===== src/rtl/core/lpg_pkg.sv =====
`default_nettype none
// ----------------------------------------------------------------------------
// lpg_pkg
// Shared types and constants for the LED pattern generator core: register
// map, pattern modes, controller states and the controller/datapath bundles.
// ----------------------------------------------------------------------------
package lpg_pkg;

    localparam int PERIOD_W   = 32;   // period_ms and burst_gap_ms
    localparam int COUNT_W    = 8;    // flash_count
    localparam int DMAX_W     = 8;    // duty_max
    localparam int MODE_W     = 3;    // pattern_mode
    localparam int CFG_IDX_W  = 3;
    localparam int NOW_W      = 32;   // now_ms field
    localparam int DOUT_W     = 8;    // duty_out field
    localparam int TRAIN_W    = PERIOD_W + COUNT_W;
    localparam int BURST_W    = TRAIN_W + 1;
    localparam int ROM_W      = 16;   // Q1.15, 1.0 = 32768
    localparam int ROM_FRAC   = 15;

    // pi in Q30
    localparam logic [63:0] PI_Q30 = 64'd3373259426;

    typedef enum logic [CFG_IDX_W-1:0] {
        CFG_PATTERN_MODE = 3'd0,
        CFG_PERIOD_MS    = 3'd1,
        CFG_FLASH_COUNT  = 3'd2,
        CFG_BURST_GAP_MS = 3'd3,
        CFG_DUTY_MAX     = 3'd4
    } cfg_reg_t;

    typedef enum logic [MODE_W-1:0] {
        MODE_STOP  = 3'd0,
        MODE_SOLID = 3'd1,
        MODE_BLINK = 3'd2,
        MODE_FLASH = 3'd3,
        MODE_PULSE = 3'd4
    } mode_t;

    typedef enum logic {
        OP_TICK   = 1'b0,
        OP_INVERT = 1'b1
    } op_t;

    typedef enum logic [1:0] {
        DIV_FLASH = 2'd0,   // twice the elapsed time
        DIV_MOD   = 2'd1,   // current time
        DIV_IDX   = 2'd2    // scaled remainder
    } div_sel_t;

    typedef enum logic [3:0] {
        S_IDLE,
        S_BURST,
        S_EVAL,
        S_FLASH_DIV,
        S_PULSE_MOD,
        S_PULSE_SCALE,
        S_PULSE_IDX,
        S_PULSE_ROM,
        S_PULSE_MUL,
        S_OUT
    } state_t;

    typedef struct packed {
        logic [MODE_W-1:0]   pattern_mode;
        logic [PERIOD_W-1:0] period_ms;
        logic [COUNT_W-1:0]  flash_count;
        logic [PERIOD_W-1:0] burst_gap_ms;
        logic [DMAX_W-1:0]   duty_max;
    } cfg_t;

    typedef struct packed {
        logic     capture;
        logic     burst_load;
        logic     phase_advance;
        logic     phase_restart;
        logic     duty_max_load;
        logic     duty_toggle;
        logic     duty_clear;
        logic     div_start;
        div_sel_t div_sel;
        logic     duty_from_qbit;
        logic     scale_load;
        logic     rom_load;
        logic     prod_load;
        logic     duty_from_prod;
        logic     out_load;
    } dp_cmd_t;

    typedef struct packed {
        op_t               op;
        logic [MODE_W-1:0] mode;
        logic              period_zero;
        logic              blink_due;
        logic              burst_over;
        logic              in_gap;
        logic              div_done;
    } dp_status_t;

endpackage
`default_nettype wire


===== src/rtl/core/lpg_div.sv =====
`default_nettype none
// ----------------------------------------------------------------------------
// lpg_div
// Restoring divider, one quotient bit per cycle. Divisor must be nonzero.
// ----------------------------------------------------------------------------
module lpg_div
    import lpg_pkg::*;
#(
    parameter int DIV_W = 40
)
(
    input  wire logic                clk,
    input  wire logic                rst_n,
    input  wire logic                start,
    input  wire logic [DIV_W-1:0]    dividend,
    input  wire logic [PERIOD_W-1:0] divisor,
    output logic                     done,
    output logic [DIV_W-1:0]         quotient,
    output logic [PERIOD_W-1:0]      remainder
);

    localparam int CNT_W = $clog2(DIV_W + 1);

    logic                busy_reg;
    logic                done_reg;
    logic [CNT_W-1:0]    count_reg;
    logic [DIV_W-1:0]    quot_reg;
    logic [DIV_W-1:0]    quot_next;
    logic [PERIOD_W-1:0] rem_reg;
    logic [PERIOD_W-1:0] rem_next;
    logic [PERIOD_W-1:0] divisor_reg;
    logic [PERIOD_W:0]   shifted;

    always_comb
    begin
        shifted = {rem_reg, quot_reg[DIV_W-1]};
        if (shifted >= {1'b0, divisor_reg})
        begin
            rem_next  = PERIOD_W'(shifted - {1'b0, divisor_reg});
            quot_next = {quot_reg[DIV_W-2:0], 1'b1};
        end
        else
        begin
            rem_next  = shifted[PERIOD_W-1:0];
            quot_next = {quot_reg[DIV_W-2:0], 1'b0};
        end
    end

    always_ff @(posedge clk or negedge rst_n)
    begin
        if (!rst_n)
        begin
            busy_reg  <= 1'b0;
            done_reg  <= 1'b0;
            count_reg <= '0;
        end
        else
        begin
            done_reg <= 1'b0;
            if (start)
            begin
                busy_reg  <= 1'b1;
                count_reg <= CNT_W'(DIV_W);
            end
            else if (busy_reg)
            begin
                count_reg <= count_reg - CNT_W'(1);
                if (count_reg == CNT_W'(1))
                begin
                    busy_reg <= 1'b0;
                    done_reg <= 1'b1;
                end
            end
        end
    end

    always_ff @(posedge clk)
    begin
        if (start)
        begin
            quot_reg    <= dividend;
            rem_reg     <= '0;
            divisor_reg <= divisor;
        end
        else if (busy_reg)
        begin
            quot_reg <= quot_next;
            rem_reg  <= rem_next;
        end
    end

    assign done      = done_reg;
    assign quotient  = quot_reg;
    assign remainder = rem_reg;

endmodule
`default_nettype wire


===== src/rtl/core/lpg_datapath.sv =====
`default_nettype none
// ----------------------------------------------------------------------------
// lpg_datapath
// Timer and duty registers, burst-length arithmetic, sine table and the
// shared divider, driven step by step from the controller.
// ----------------------------------------------------------------------------
module lpg_datapath
    import lpg_pkg::*;
#(
    parameter int DUTY_BITS    = 8,
    parameter int SINE_ENTRIES = 256,
    parameter int TIME_BITS    = 32
)
(
    input  wire logic              clk,
    input  wire logic              rst_n,
    input  wire cfg_t              cfg,
    input  wire logic              operation,
    input  wire logic [NOW_W-1:0]  now_ms,
    input  wire dp_cmd_t           cmd,
    output dp_status_t             status,
    output logic [DOUT_W-1:0]      duty_out,
    output logic                   led_lit
);

    localparam int IDX_BITS = $clog2(SINE_ENTRIES);
    localparam int WIDE_T   = (TIME_BITS > PERIOD_W) ? TIME_BITS : PERIOD_W;
    localparam int DIV_W    = WIDE_T + IDX_BITS;
    localparam int CMP_W    = (TIME_BITS > BURST_W) ? TIME_BITS : BURST_W;
    localparam int NOW_X    = (TIME_BITS > NOW_W) ? TIME_BITS : NOW_W;
    localparam int DUTY_X   = (DUTY_BITS > DMAX_W) ? DUTY_BITS : DMAX_W;
    localparam int HALF_X   = WIDE_T + 1;
    localparam int PROD_W   = DUTY_BITS + ROM_W;
    localparam int SCALE_W  = PERIOD_W + IDX_BITS + 1;

    // sin(pi * i / SINE_ENTRIES) in Q1.15, Taylor series to x^11 in Q30
    function automatic logic [ROM_W-1:0] sine_entry(input int unsigned i);
        logic [63:0] fold;
        logic [63:0] x;
        logic [63:0] x2;
        logic [63:0] term;
        longint      sum;
        logic [63:0] q;
        fold = (i <= SINE_ENTRIES - i) ? 64'(i) : 64'(SINE_ENTRIES - i);
        x    = (PI_Q30 * fold) / SINE_ENTRIES;
        x2   = (x * x) >> 30;
        term = x;
        sum  = longint'(x);
        for (int k = 1; k <= 5; k++)
        begin
            term = ((term * x2) >> 30) / 64'((2 * k) * (2 * k + 1));
            if ((k % 2) == 1)
                sum = sum - longint'(term);
            else
                sum = sum + longint'(term);
        end
        if (sum < 0)
            sum = 0;
        q = (64'(sum) + 64'd16384) >> 15;
        if (q > 64'd32768)
            q = 64'd32768;
        return q[ROM_W-1:0];
    endfunction

    logic [ROM_W-1:0] rom_tbl [SINE_ENTRIES];

    for (genvar g = 0; g < SINE_ENTRIES; g++)
    begin : g_rom
        localparam logic [ROM_W-1:0] ENTRY = sine_entry(g);
        assign rom_tbl[g] = ENTRY;
    end

    logic [NOW_X-1:0]        now_wide;
    logic [TIME_BITS-1:0]    now_in;
    logic [DUTY_X-1:0]       dmax_wide;
    logic [DUTY_BITS-1:0]    dmax;
    logic [DUTY_X-1:0]       duty_wide;

    op_t                     op_reg;
    logic [TIME_BITS-1:0]    now_reg;
    logic [TIME_BITS-1:0]    elapsed_reg;
    logic [TRAIN_W-1:0]      train_reg;
    logic [BURST_W-1:0]      burst_reg;
    logic [TIME_BITS-1:0]    phase_start_reg;
    logic [TIME_BITS-1:0]    phase_start_next;
    logic [DUTY_BITS-1:0]    duty_level_reg;
    logic [DUTY_BITS-1:0]    duty_level_next;
    logic [DIV_W-1:0]        scaled_reg;
    logic [ROM_W-1:0]        rom_reg;
    logic [PROD_W-1:0]       prod_reg;
    logic [DOUT_W-1:0]       duty_out_reg;
    logic                    led_lit_reg;

    logic [HALF_X-1:0]           adv_sum;
    logic [CMP_W-1:0]            elapsed_c;
    logic [SCALE_W-1:0]          scaled_full;
    logic [DIV_W-1:0]            div_dividend;
    logic                        div_done;
    logic [DIV_W-1:0]            div_quot;
    logic [PERIOD_W-1:0]         div_rem;

    assign now_wide  = NOW_X'(now_ms);
    assign now_in    = now_wide[TIME_BITS-1:0];
    assign dmax_wide = DUTY_X'(cfg.duty_max);
    assign dmax      = dmax_wide[DUTY_BITS-1:0];
    assign duty_wide = DUTY_X'(duty_level_reg);

    assign adv_sum     = HALF_X'(phase_start_reg) + HALF_X'(cfg.period_ms >> 1);
    assign elapsed_c   = CMP_W'(elapsed_reg);
    assign scaled_full = SCALE_W'(div_rem) * SCALE_W'(SINE_ENTRIES);

    always_comb
    begin
        case (cmd.div_sel)
            DIV_FLASH: div_dividend = DIV_W'({elapsed_reg, 1'b0});
            DIV_MOD:   div_dividend = DIV_W'(now_reg);
            default:   div_dividend = scaled_reg;
        endcase
    end

    lpg_div #(
        .DIV_W (DIV_W)
    ) u_div (
        .clk       (clk),
        .rst_n     (rst_n),
        .start     (cmd.div_start),
        .dividend  (div_dividend),
        .divisor   (cfg.period_ms),
        .done      (div_done),
        .quotient  (div_quot),
        .remainder (div_rem)
    );

    always_comb
    begin
        phase_start_next = phase_start_reg;
        if (cmd.phase_advance)
            phase_start_next = adv_sum[TIME_BITS-1:0];
        else if (cmd.phase_restart)
            phase_start_next = now_reg;

        duty_level_next = duty_level_reg;
        if (cmd.duty_max_load)
            duty_level_next = dmax;
        else if (cmd.duty_toggle)
            duty_level_next = (duty_level_reg == '0) ? dmax : '0;
        else if (cmd.duty_clear)
            duty_level_next = '0;
        else if (cmd.duty_from_qbit)
            duty_level_next = div_quot[0] ? dmax : '0;
        else if (cmd.duty_from_prod)
            duty_level_next = prod_reg[ROM_FRAC +: DUTY_BITS];
    end

    always_ff @(posedge clk or negedge rst_n)
    begin
        if (!rst_n)
        begin
            op_reg          <= OP_TICK;
            phase_start_reg <= '0;
            duty_level_reg  <= '0;
        end
        else
        begin
            if (cmd.capture)
                op_reg <= op_t'(operation);
            phase_start_reg <= phase_start_next;
            duty_level_reg  <= duty_level_next;
        end
    end

    always_ff @(posedge clk)
    begin
        if (cmd.capture)
        begin
            now_reg     <= now_in;
            elapsed_reg <= now_in - phase_start_reg;
            train_reg   <= TRAIN_W'(cfg.period_ms) * TRAIN_W'(cfg.flash_count);
        end
        if (cmd.burst_load)
            burst_reg <= BURST_W'(train_reg) + BURST_W'(cfg.burst_gap_ms);
        if (cmd.scale_load)
            scaled_reg <= DIV_W'(scaled_full);
        if (cmd.rom_load)
            rom_reg <= rom_tbl[div_quot[IDX_BITS-1:0]];
        if (cmd.prod_load)
            prod_reg <= PROD_W'(dmax) * PROD_W'(rom_reg);
        if (cmd.out_load)
        begin
            duty_out_reg <= duty_wide[DOUT_W-1:0];
            led_lit_reg  <= |duty_level_reg;
        end
    end

    always_comb
    begin
        status.op          = op_reg;
        status.mode        = cfg.pattern_mode;
        status.period_zero = (cfg.period_ms == '0);
        status.blink_due   = elapsed_c >= CMP_W'(cfg.period_ms >> 1);
        status.burst_over  = elapsed_c >= CMP_W'(burst_reg);
        status.in_gap      = elapsed_c >= CMP_W'(train_reg);
        status.div_done    = div_done;
    end

    assign duty_out = duty_out_reg;
    assign led_lit  = led_lit_reg;

endmodule
`default_nettype wire


===== src/rtl/core/lpg_ctrl.sv =====
`default_nettype none
// ----------------------------------------------------------------------------
// lpg_ctrl
// Sequencer for one item at a time: decode the mode, run the divider where
// needed, then hand the word to the output register.
// ----------------------------------------------------------------------------
module lpg_ctrl
    import lpg_pkg::*;
(
    input  wire logic       clk,
    input  wire logic       rst_n,
    input  wire logic       in_valid,
    output logic            in_stall,
    output logic            out_valid,
    input  wire logic       out_stall,
    input  wire dp_status_t status,
    output dp_cmd_t         cmd
);

    state_t state_reg;
    state_t state_next;
    logic   out_valid_reg;
    logic   out_valid_next;

    always_ff @(posedge clk or negedge rst_n)
    begin
        if (!rst_n)
        begin
            state_reg     <= S_IDLE;
            out_valid_reg <= 1'b0;
        end
        else
        begin
            state_reg     <= state_next;
            out_valid_reg <= out_valid_next;
        end
    end

    always_comb
    begin
        state_next = state_reg;
        cmd        = '0;
        cmd.div_sel = DIV_FLASH;
        in_stall   = (state_reg != S_IDLE);

        out_valid_next = out_valid_reg;
        if (out_valid_reg && !out_stall)
            out_valid_next = 1'b0;

        unique case (state_reg)
            S_IDLE:
            begin
                if (in_valid)
                begin
                    cmd.capture = 1'b1;
                    state_next  = S_BURST;
                end
            end
            S_BURST:
            begin
                cmd.burst_load = 1'b1;
                state_next     = S_EVAL;
            end
            S_EVAL:
            begin
                state_next = S_OUT;
                if (status.op == OP_INVERT)
                    cmd.phase_advance = 1'b1;
                else
                begin
                    unique case (status.mode)
                        MODE_SOLID:
                            cmd.duty_max_load = 1'b1;
                        MODE_BLINK:
                        begin
                            if (status.blink_due)
                            begin
                                cmd.phase_restart = 1'b1;
                                cmd.duty_toggle   = 1'b1;
                            end
                        end
                        MODE_FLASH:
                        begin
                            if (status.burst_over)
                                cmd.phase_restart = 1'b1;
                            else if (status.in_gap || status.period_zero)
                                cmd.duty_clear = 1'b1;
                            else
                            begin
                                cmd.div_start = 1'b1;
                                cmd.div_sel   = DIV_FLASH;
                                state_next    = S_FLASH_DIV;
                            end
                        end
                        MODE_PULSE:
                        begin
                            if (status.period_zero)
                                cmd.duty_clear = 1'b1;
                            else
                            begin
                                cmd.div_start = 1'b1;
                                cmd.div_sel   = DIV_MOD;
                                state_next    = S_PULSE_MOD;
                            end
                        end
                        // stop and the unused codes
                        default:
                            cmd.duty_clear = 1'b1;
                    endcase
                end
            end
            S_FLASH_DIV:
            begin
                cmd.div_sel = DIV_FLASH;
                if (status.div_done)
                begin
                    cmd.duty_from_qbit = 1'b1;
                    state_next         = S_OUT;
                end
            end
            S_PULSE_MOD:
            begin
                cmd.div_sel = DIV_MOD;
                if (status.div_done)
                begin
                    cmd.scale_load = 1'b1;
                    state_next     = S_PULSE_SCALE;
                end
            end
            S_PULSE_SCALE:
            begin
                cmd.div_start = 1'b1;
                cmd.div_sel   = DIV_IDX;
                state_next    = S_PULSE_IDX;
            end
            S_PULSE_IDX:
            begin
                cmd.div_sel = DIV_IDX;
                if (status.div_done)
                begin
                    cmd.rom_load = 1'b1;
                    state_next   = S_PULSE_ROM;
                end
            end
            S_PULSE_ROM:
            begin
                cmd.prod_load = 1'b1;
                state_next    = S_PULSE_MUL;
            end
            S_PULSE_MUL:
            begin
                cmd.duty_from_prod = 1'b1;
                state_next         = S_OUT;
            end
            S_OUT:
            begin
                // hold while the previous word is still waiting downstream
                if (!(out_valid_reg && out_stall))
                begin
                    cmd.out_load   = 1'b1;
                    out_valid_next = 1'b1;
                    state_next     = S_IDLE;
                end
            end
            default:
                state_next = S_IDLE;
        endcase
    end

    assign out_valid = out_valid_reg;

endmodule
`default_nettype wire


===== src/rtl/core/led_pattern_generator_core.sv =====
`default_nettype none
// ----------------------------------------------------------------------------
// led_pattern_generator_core
// LED duty pattern generator: stop, solid, blink, flash bursts and a
// half-sine breathe curve, stepped by millisecond ticks.
// ----------------------------------------------------------------------------
// Each word in gives exactly one word out. Items are handled one at a time:
// a phase-invert event or a tick that needs no division passes through the
// capture, burst, evaluate and output steps to the result register; a flash
// tick inside the pulse train also runs the shared divider once and a pulse
// tick runs it twice, with divider width DIV_W = max(TIME_BITS, 32) +
// log2(SINE_ENTRIES) (40 at the defaults). The shared restoring divider
// yields one quotient bit per cycle. A finished word waits in the output
// register while the next item is taken. Configuration writes are always
// ready and must only be made while the block is idle.
module led_pattern_generator_core
    import lpg_pkg::*;
#(
    parameter int DUTY_BITS    = 8,
    parameter int SINE_ENTRIES = 256,
    parameter int TIME_BITS    = 32
)
(
    input  wire logic                 clk,
    input  wire logic                 rst_n,
    input  wire logic                 in_valid,
    output logic                      in_stall,
    input  wire logic                 operation,
    input  wire logic [NOW_W-1:0]     now_ms,
    output logic                      out_valid,
    input  wire logic                 out_stall,
    output logic [DOUT_W-1:0]         duty_out,
    output logic                      led_lit,
    input  wire logic                 cfg_valid,
    output logic                      cfg_ready,
    input  wire logic [CFG_IDX_W-1:0] cfg_index,
    input  wire logic [PERIOD_W-1:0]  cfg_data
);

    logic [MODE_W-1:0]   pattern_mode_reg;
    logic [PERIOD_W-1:0] period_ms_reg;
    logic [COUNT_W-1:0]  flash_count_reg;
    logic [PERIOD_W-1:0] burst_gap_ms_reg;
    logic [DMAX_W-1:0]   duty_max_reg;

    cfg_t       cfg;
    dp_cmd_t    dp_cmd;
    dp_status_t dp_status;

    assign cfg_ready = 1'b1;

    always_ff @(posedge clk or negedge rst_n)
    begin
        if (!rst_n)
        begin
            pattern_mode_reg <= MODE_STOP;
            period_ms_reg    <= PERIOD_W'(1000);
            flash_count_reg  <= COUNT_W'(1);
            burst_gap_ms_reg <= '0;
            duty_max_reg     <= DMAX_W'(255);
        end
        else if (cfg_valid && cfg_ready)
        begin
            unique case (cfg_index)
                CFG_PATTERN_MODE: pattern_mode_reg <= cfg_data[MODE_W-1:0];
                CFG_PERIOD_MS:    period_ms_reg    <= cfg_data;
                CFG_FLASH_COUNT:  flash_count_reg  <= cfg_data[COUNT_W-1:0];
                CFG_BURST_GAP_MS: burst_gap_ms_reg <= cfg_data;
                CFG_DUTY_MAX:     duty_max_reg     <= cfg_data[DMAX_W-1:0];
                default:          ;
            endcase
        end
    end

    always_comb
    begin
        cfg.pattern_mode = pattern_mode_reg;
        cfg.period_ms    = period_ms_reg;
        cfg.flash_count  = flash_count_reg;
        cfg.burst_gap_ms = burst_gap_ms_reg;
        cfg.duty_max     = duty_max_reg;
    end

    lpg_ctrl u_ctrl (
        .clk       (clk),
        .rst_n     (rst_n),
        .in_valid  (in_valid),
        .in_stall  (in_stall),
        .out_valid (out_valid),
        .out_stall (out_stall),
        .status    (dp_status),
        .cmd       (dp_cmd)
    );

    lpg_datapath #(
        .DUTY_BITS    (DUTY_BITS),
        .SINE_ENTRIES (SINE_ENTRIES),
        .TIME_BITS    (TIME_BITS)
    ) u_datapath (
        .clk       (clk),
        .rst_n     (rst_n),
        .cfg       (cfg),
        .operation (operation),
        .now_ms    (now_ms),
        .cmd       (dp_cmd),
        .status    (dp_status),
        .duty_out  (duty_out),
        .led_lit   (led_lit)
    );

`ifndef SYNTH
    // one item in flight: an accepted word closes the input until its result
    a_busy_after_accept: assert property (@(posedge clk) disable iff (!rst_n)
        in_valid && !in_stall |=> in_stall)
        else $error("input accepted twice in a row");

    // never overwrite a result that is still waiting downstream
    a_no_overwrite: assert property (@(posedge clk) disable iff (!rst_n)
        dp_cmd.out_load |-> !(out_valid && out_stall))
        else $error("output register overwritten while stalled");

    a_load_shows: assert property (@(posedge clk) disable iff (!rst_n)
        dp_cmd.out_load |=> out_valid)
        else $error("loaded result not presented");

    // the divider is only started from the controller's decode steps
    a_div_done_in_wait: assert property (@(posedge clk) disable iff (!rst_n)
        dp_status.div_done |-> in_stall)
        else $error("divider finished while idle");
`endif

endmodule
`default_nettype wire


===== config.mk =====
export PLATFORM = sky130hd
export DESIGN_NAME = led_pattern_generator_core
export DESIGN_NICKNAME = d
export VERILOG_FILES = /design/src/rtl/core/lpg_pkg.sv /design/src/rtl/core/lpg_div.sv /design/src/rtl/core/lpg_datapath.sv /design/src/rtl/core/lpg_ctrl.sv /design/src/rtl/core/led_pattern_generator_core.sv
export SDC_FILE = /design/constraint.sdc
export NUM_CORES = 2
export LEC_CHECK = 0
export BUFFER_PORTS_ARGS = -buffer_cell sky130_fd_sc_hd__buf_2
export CORE_MARGIN = 2
export CORE_UTILIZATION = 55
export CTS_BUF_LIST = sky130_fd_sc_hd__clkbuf_4 sky130_fd_sc_hd__clkbuf_8
export DETAILED_ROUTE_END_ITERATION = 6
export PLACE_DENSITY = 0.71
export SLEW_MARGIN = 20
export SYNTH_ARGS = -nofsm -noshare
export SYNTH_HDL_FRONTEND = slang
export SYNTH_HIERARCHICAL = 1
export SYNTH_SLANG_ARGS = --single-unit

===== constraint.sdc =====
create_clock -name clk -period 8.8 [get_ports clk]
set_clock_uncertainty 0.05 [all_clocks]
set_input_delay 1.76 -clock clk [delete_from_list [all_inputs] [get_ports clk]]
set_output_delay 1.76 -clock clk [all_outputs]
set_load 0.02 [all_outputs]

# After elaboration in Yosys (flattened, before gate mapping)
# Memory sizes are Yosys's and may differ from the RTL's. A register that Yosys moved wholly into a read port is not among the register bits.
# Index checks and enable logic that the tools add are counted.
totals:
  output_inout_bits: 12
  memories: 1
  elab_cells: 147
  romBits: 4096
  ff_bits: 450
op_classes:
  n_bitwise: 1
  n_mux: 64
  reduce_logical: 22
  n_mul: 2
  n_addsub: 5
  eq_ne: 24
  magnitude_cmp: 4
memory_table:
  columns: ["memory", "words", "word_bits", "read_ports", "rd_clocked_by_memory_dff", "write_ports", "line", "text"]
  rows:
  - ["(no name shown)", 256, 16, 1, 1, 0, "lpg_datapath.sv:185", "rom_reg <= rom_tbl[div_quot[IDX_BITS-1:0]];"]
op_table:
  columns: ["op", "count"]
  rows:
  - ["2-to-1 mux 32 bit", 3]
  - ["2-to-1 mux 40 bit", 2]
  - ["case mux 40 bit (2 select lines)", 1]
  - ["subtractor 32 bit", 2]
  - ["2-to-1 mux 8 bit", 7]
  - ["adder 40 x 32 -> 41 bit", 1]
  - [">= comparator 32 x 41 -> 1 bit", 1]
  - [">= comparator 32 x 40 -> 1 bit", 1]
  - ["multiplier 32 x 8 -> 40 bit", 1]
  - ["2-to-1 mux 4 bit", 10]
  - ["case mux 4 bit (10 select lines)", 1]
  - [">= comparator 33 x 32 -> 1 bit", 1]
  - ["adder 32 x 31 -> 32 bit", 1]
  - [">= comparator 32 x 31 -> 1 bit", 1]
  - ["logical NOT 32 bit", 1]
  - ["2-to-1 mux 1 bit", 28]
  - ["multiplier 8 x 16 -> 23 bit", 1]
  - ["equality test 4 x 3 -> 1 bit, second input constant", 4]
  - ["equality test 3 x 2 -> 1 bit, second input constant", 4]
  - ["2-to-1 mux 6 bit", 2]
  - ["AND reduction 2 bit", 5]
  - ["inverter 8 -> 9 bit", 1]
  - ["equality test 4 x 2 -> 1 bit, second input constant", 2]
  - ["equality test 4 bit, second input constant", 2]
  - ["29 further kinds", 39]

# Longest topological paths before layout
logic_depth:
  word_depth: 10
  mapped_depth: 21
  ltp_nobuf: 19

# Cells and area by module
# Netlist, hierarchy kept.
modules_own_cells:
  columns: ["mod", "cells_per_inst", "area_each_um2", "n_inst"]
  rows:
  - ["lpg_datapath", 3708, 32392.3, 1]
  - ["lpg_div", 619, 6376.1, 1]
  - ["led_pattern_generator_core", 182, 3274.4, 1]
  - ["lpg_ctrl", 82, 616.8, 1]

# Worst setup path before layout
# OpenSTA, ideal clock, no wires.
synth_timing:
  path_kind: "register -> register"
  startpoint: "register u_datapath.elapsed_reg[0]"
  endpoint: "register u_datapath.u_div.quot_reg[0], in the netlist u_datapath/u_div/quotient[0], enable pin"
  period_less_slack_ns: 6.687
  required_time_ns: 8.356
  n_path_buf: 2
  path_slack_ns: 2.113
  path_stages_with_launch: 19
  arrival_ns: 6.242
  path_cell_list: "edfxtp_1 > inv_1 > ha_1 > nand2b_1 > a21o_1 > a21o_1 > a21o_1 > a21o_1 > a2111oi_0 > o21ai_0 > a41oi_1 > a21oi_1 > or3b_1 > or4b_4 > o22ai_1 > clkbuf_1 > clkbuf_1 > nor2_1 > inv_1"
synth_rtl:
  columns: ["item", "line", "text"]
  rows:
  - ["start, declared", "lpg_datapath.sv:81", "logic [TIME_BITS-1:0] elapsed_reg;"]
  - ["start signal, assigned", "lpg_datapath.sv:177", "elapsed_reg <= now_in - phase_start_reg;"]
  - ["end signal, assigned", "lpg_div.sv:81", "quot_reg <= dividend;"]
  - ["end signal, assigned", "lpg_div.sv:87", "quot_reg <= quot_next;"]
  - ["end, declared", "lpg_div.sv:27", "logic [DIV_W-1:0] quot_reg;"]

==> flow_metrics.py <==
metrics = {
    "run_status": {
        "status": "finished clean",
    },
    "flow_run": {
        "maxCapViolCount": 0,
    },
    "floorplan": {
        "io_pins": 85,
        "start_util_pct": 55.3,
        "design.core.area_um2": 77100,
        "die_w_um": 283,
        "row_count": 102,
        "fp.dieArea_um2": 79800,
        "die_y_um": 283,
    },
    "global_route": {
        "grt_pass1_wl_um": 197000,
        "gr-total-overflow": 0,
        "gr-usage-all-layers_pct": 32.1,
        "grt_pass1_vias": 34500,
        "grt_max_degree": 158,
        "antenna_found_initial": 5,
    },
    "route": {
        "wire_per_inst_um": 22.4,
        "route.detailed.drc": 0,
        "drt_wl_total_um": 127000,
        "first_pass_iters": 6,
        "vias": 35200,
        "drtAntennaViolNets": 0,
        "drt_iter0_markers": 3604,
        "vias_per_cell": 6.20,
    },
    "sta": {
        "finalHoldViolCount": 0,
        "drv_slew": 0,
        "setup_viol": 0,
        "setup_tns_ns": 0,
        "fmax_mhz": 160,
        "tightest_slew_ns": 1.10,
        "min_period_ns": 6.25,
        "max_slew_margin_pct": 24.6,
        "rsz0062_at_grt": "false",
        "fin_crit_sh_pct": 71.1,
        "hold_slack_ns": 0.441,
    },
    "synthesis": {
        "ys.flop_type": "edfxtp_1",
        "yosysWarnings": 6,
        "netlist_area_um2": 42700,
        "synth_edf_count": 282,
        "syn_nets": 5271,
        "ys_async_sr_fraction_pct": 30.4,
        "yosysSeqAreaShare_pct": 29.4,
        "synth_cell_type_count": 114,
        "synth_seq_cells": 451,
        "syn_area_per_cell_um2": 9.29,
        "synthCells": 4591,
    },
    "worst_setup_path": {
        "cpPeakStageDelay_ns": 0.63,
        "worst_setup_path_end_kind": "flip-flop",
        "cp.required_ns": 9.19,
        "critPathLaunchType": "flip-flop",
        "critPathTopFamily": "compound AO/OA/AOI/OAI gates",
        "cp_slowest_cell": "buf_4",
        "cp.buffers_inverters": 3,
        "criticalPathCategory": "flip-flop to flip-flop",
        "cp_cell_sequence": "inv_1 -> ha_1 -> nand2b_1 -> a21o_1 -> a21o_1 -> a21o_1 -> a21o_1 -> a2111oi_0 -> o21ai_0 -> a41oi_1 -> a21oi_1 -> or3b_1 -> or4b_4 -> o22ai_4 -> buf_4 -> buf_4 -> mux2_2",
        "cp_max_fo": 53,
        "cp.arrival_ns": 6.64,
        "cp_common_cell": "a21o_1",
    },
    "power_and_ir_drop": {
        "p_per_area_nw_per_um2": 297,
        "power_switching_mw": 6.13,
        "pwr-share-clk_pct": 17.1,
        "max-vdd-ir-drop_uv": 415,
        "p_int_mw": 7.45,
        "combinationalPowerShare_pct": 60.1,
        "swShare_pct": 45.1,
        "pwr-share-seq_pct": 22.8,
        "power.leakage_nw": 19.8,
    },
    "final_layout": {
        "final_cells": 5673,
        "largest_reg_flops": 41,
        "synthToLayoutAreaGrowth_pct": 6.99,
        "final_nets": 5239,
        "drive_gt1_share_pct": 10.6,
        "fin_util_pct": 59.2,
        "fillCellCount": 6713,
    },
    "clocking": {
        "tritoncts": "done",
        "clock_path_buffers": 3,
        "post-cts-setup-buffers": 0,
        "htree_levels": 3,
        "cts_sinks": 451,
        "cts_root_buffer": "clkbuf_8",
        "ctsResizeCount": 0,
        "postCtsHoldBufs": 0,
        "cts_made_buffers": 82,
        "clk_latency_ns": 0.70,
        "cts.clk_slew.worst_paths_ns": 0.06,
    },
    "placed_design": {
        "routabilityCongestion": 1.00,
        "port_buffers": 83,
        "place_inst": 5515,
        "dp.final_hpwl_um": 92500,
    },
    "hold_path": {
        "min_path_type": "flip-flop to flip-flop",
    },
}
[power by group through the flow]
stage	clock [mW]	combinational (mW)	sequential (mW)
after floorplan	0	6.35	2.84
after global placement	0	7.90	3.11
after detailed placement	0	8.05	3.12
after CTS	2.36	8.11	3.07
after global routing	2.45	9.21	3.10
final	2.32	8.16	3.09
[metrics by stage]
stage	area, um^2	power (mW)	worst slack (ns)
finish	45600	13.6	2.55
global route	45600	14.8	2.26
CTS	45600	13.5	2.55
detailed placement	43700	11.2	2.58
global placement	43700	11.0	2.66
floorplan	42700	9.19	2.11
[layout make-up]
| class | count | area, um^2 | area share [%] |
|---|---|---|---|
| multi-input cells | 3397 | 27200 | 59.7 |
| flip-flops and latches | 451 | 12600 | 27.5 |
| inverters | 505 | 1900 | 4.15 |
| clock buffers | 118 | 1470 | 3.23 |
| well taps | 1040 | 1300 | 2.85 |
| repair buffers | 122 | 727 | 1.59 |
| clock inverters | 34 | 429 | 0.940 |
| diodes | 6 | 15.0 | 0.0329 |
[per-layer routing]
layer / vias up / share of wire, % / track usage [%]
li1: 15900 / - / -
met3: 350 / 9.4 / 6.48
met1: 17200 / 42 / 43.7
met4: 0 / 4.8 / 14.8
met2: 1734 / 44 / 49.3
met5: - / 0 / 0
[layout by cell type (no fill, tap or decap), types with 46 or more instances in the layout]
cell type,instances
inv_1,501
nand2_1,395
ha_1,341
a21oi_1,300
and2_1,291
edfxtp_1,282
nor2_1,277
fa_1,266
o21ai_0,249
dfrtp_1,119
xnor2_1,107
a21o_1,101
mux2_2,98
clkbuf_8,94
buf_2,82
a211oi_1,71
mux2i_1,70
nand3_1,66
nor3_1,52
xor2_1,52
a31oi_1,46
nand2b_1,46
o21ai_1,46
[cells in the mapped netlist (all sizes together) (8+ instances only)]
cell type,count,area [um^2]
o2111ai,8,70.1
or3,9,56.3
a311oi,10,100
a21o,101,758
o21a,26,195
nand2b,48,315
o22ai,15,93.8
and3,27,169
mux4,14,315
o21bai,14,105
nor2,277,1040
mux2,129,1570
a31o,9,78.8
nor3,56,285
o221ai,11,103
mux2i,70,701
nor4,22,138
o21ai,297,1490
a21oi,304,1530
inv,504,1890
nand3,66,330
nor3b,8,60.1
buf,74,404
nand4,36,231
and2,292,1830
dfstp,15,394
o31a,8,70.1
a221o,8,80.1
xnor2,107,937
o311ai,10,87.6
a211oi,74,571
dfrtp,122,3050
clkbuf,164,629
o211ai,33,258
fa,266,5330
ha,341,4270
nor2b,44,275
dfxtp,32,641
edfxtp,282,8470
xor2,52,455
a221oi,16,140
o31ai,16,125
nand2,395,1480
a31oi,47,300
a2111oi,15,156
[cell families after synthesis]
logic type | after synthesis | synth area share (%)
compound gates | 1088 | 16.4
xor+xnor | 159 | 3.26
fa+ha+maj | 607 | 22.5
buf+inv | 743 | 6.87
flops | 451 | 29.4
mux | 213 | 6.05
other cells | 1 | 0.00879
simple gates | 1329 | 15.5
[worst paths after layout]
kind | startpoint | endpoint | slack, ns | cells after the start
setup / recovery | u_datapath/elapsed_reg[0] | u_datapath/u_div/quotient[21] | 2.55 | 17
hold / removal | u_datapath/duty_level_reg[6] | u_datapath/duty_out[6] | 0.44 | 0
setup reg to reg | u_datapath/elapsed_reg[0] | u_datapath/u_div/quotient[21] | 2.55 | 17
hold reg to reg | u_datapath/duty_level_reg[6] | u_datapath/duty_out[6] | 0.44 | 0
max in group asynchronous | rst_n | flash_count_reg[3] | 6.16 | 2
min in group asynchronous | rst_n | u_datapath/phase_start_reg[14] | 1.08 | 1
[worst reg2reg max path, stage by stage, from the launching register on]
cell,delay [ns]
edfxtp_1,0.42
inv_1,0.12
ha_1,0.24
nand2b_1,0.14
a21o_1,0.17
a21o_1,0.17
a21o_1,0.17
a21o_1,0.18
a2111oi_0,0.44
o21ai_0,0.19
a41oi_1,0.41
a21oi_1,0.23
or3b_1,0.44
or4b_4,0.57
o22ai_4,0.44
buf_4,0.56
buf_4,0.64
mux2_2,0.46
Power figures use the tool's default switching activity.
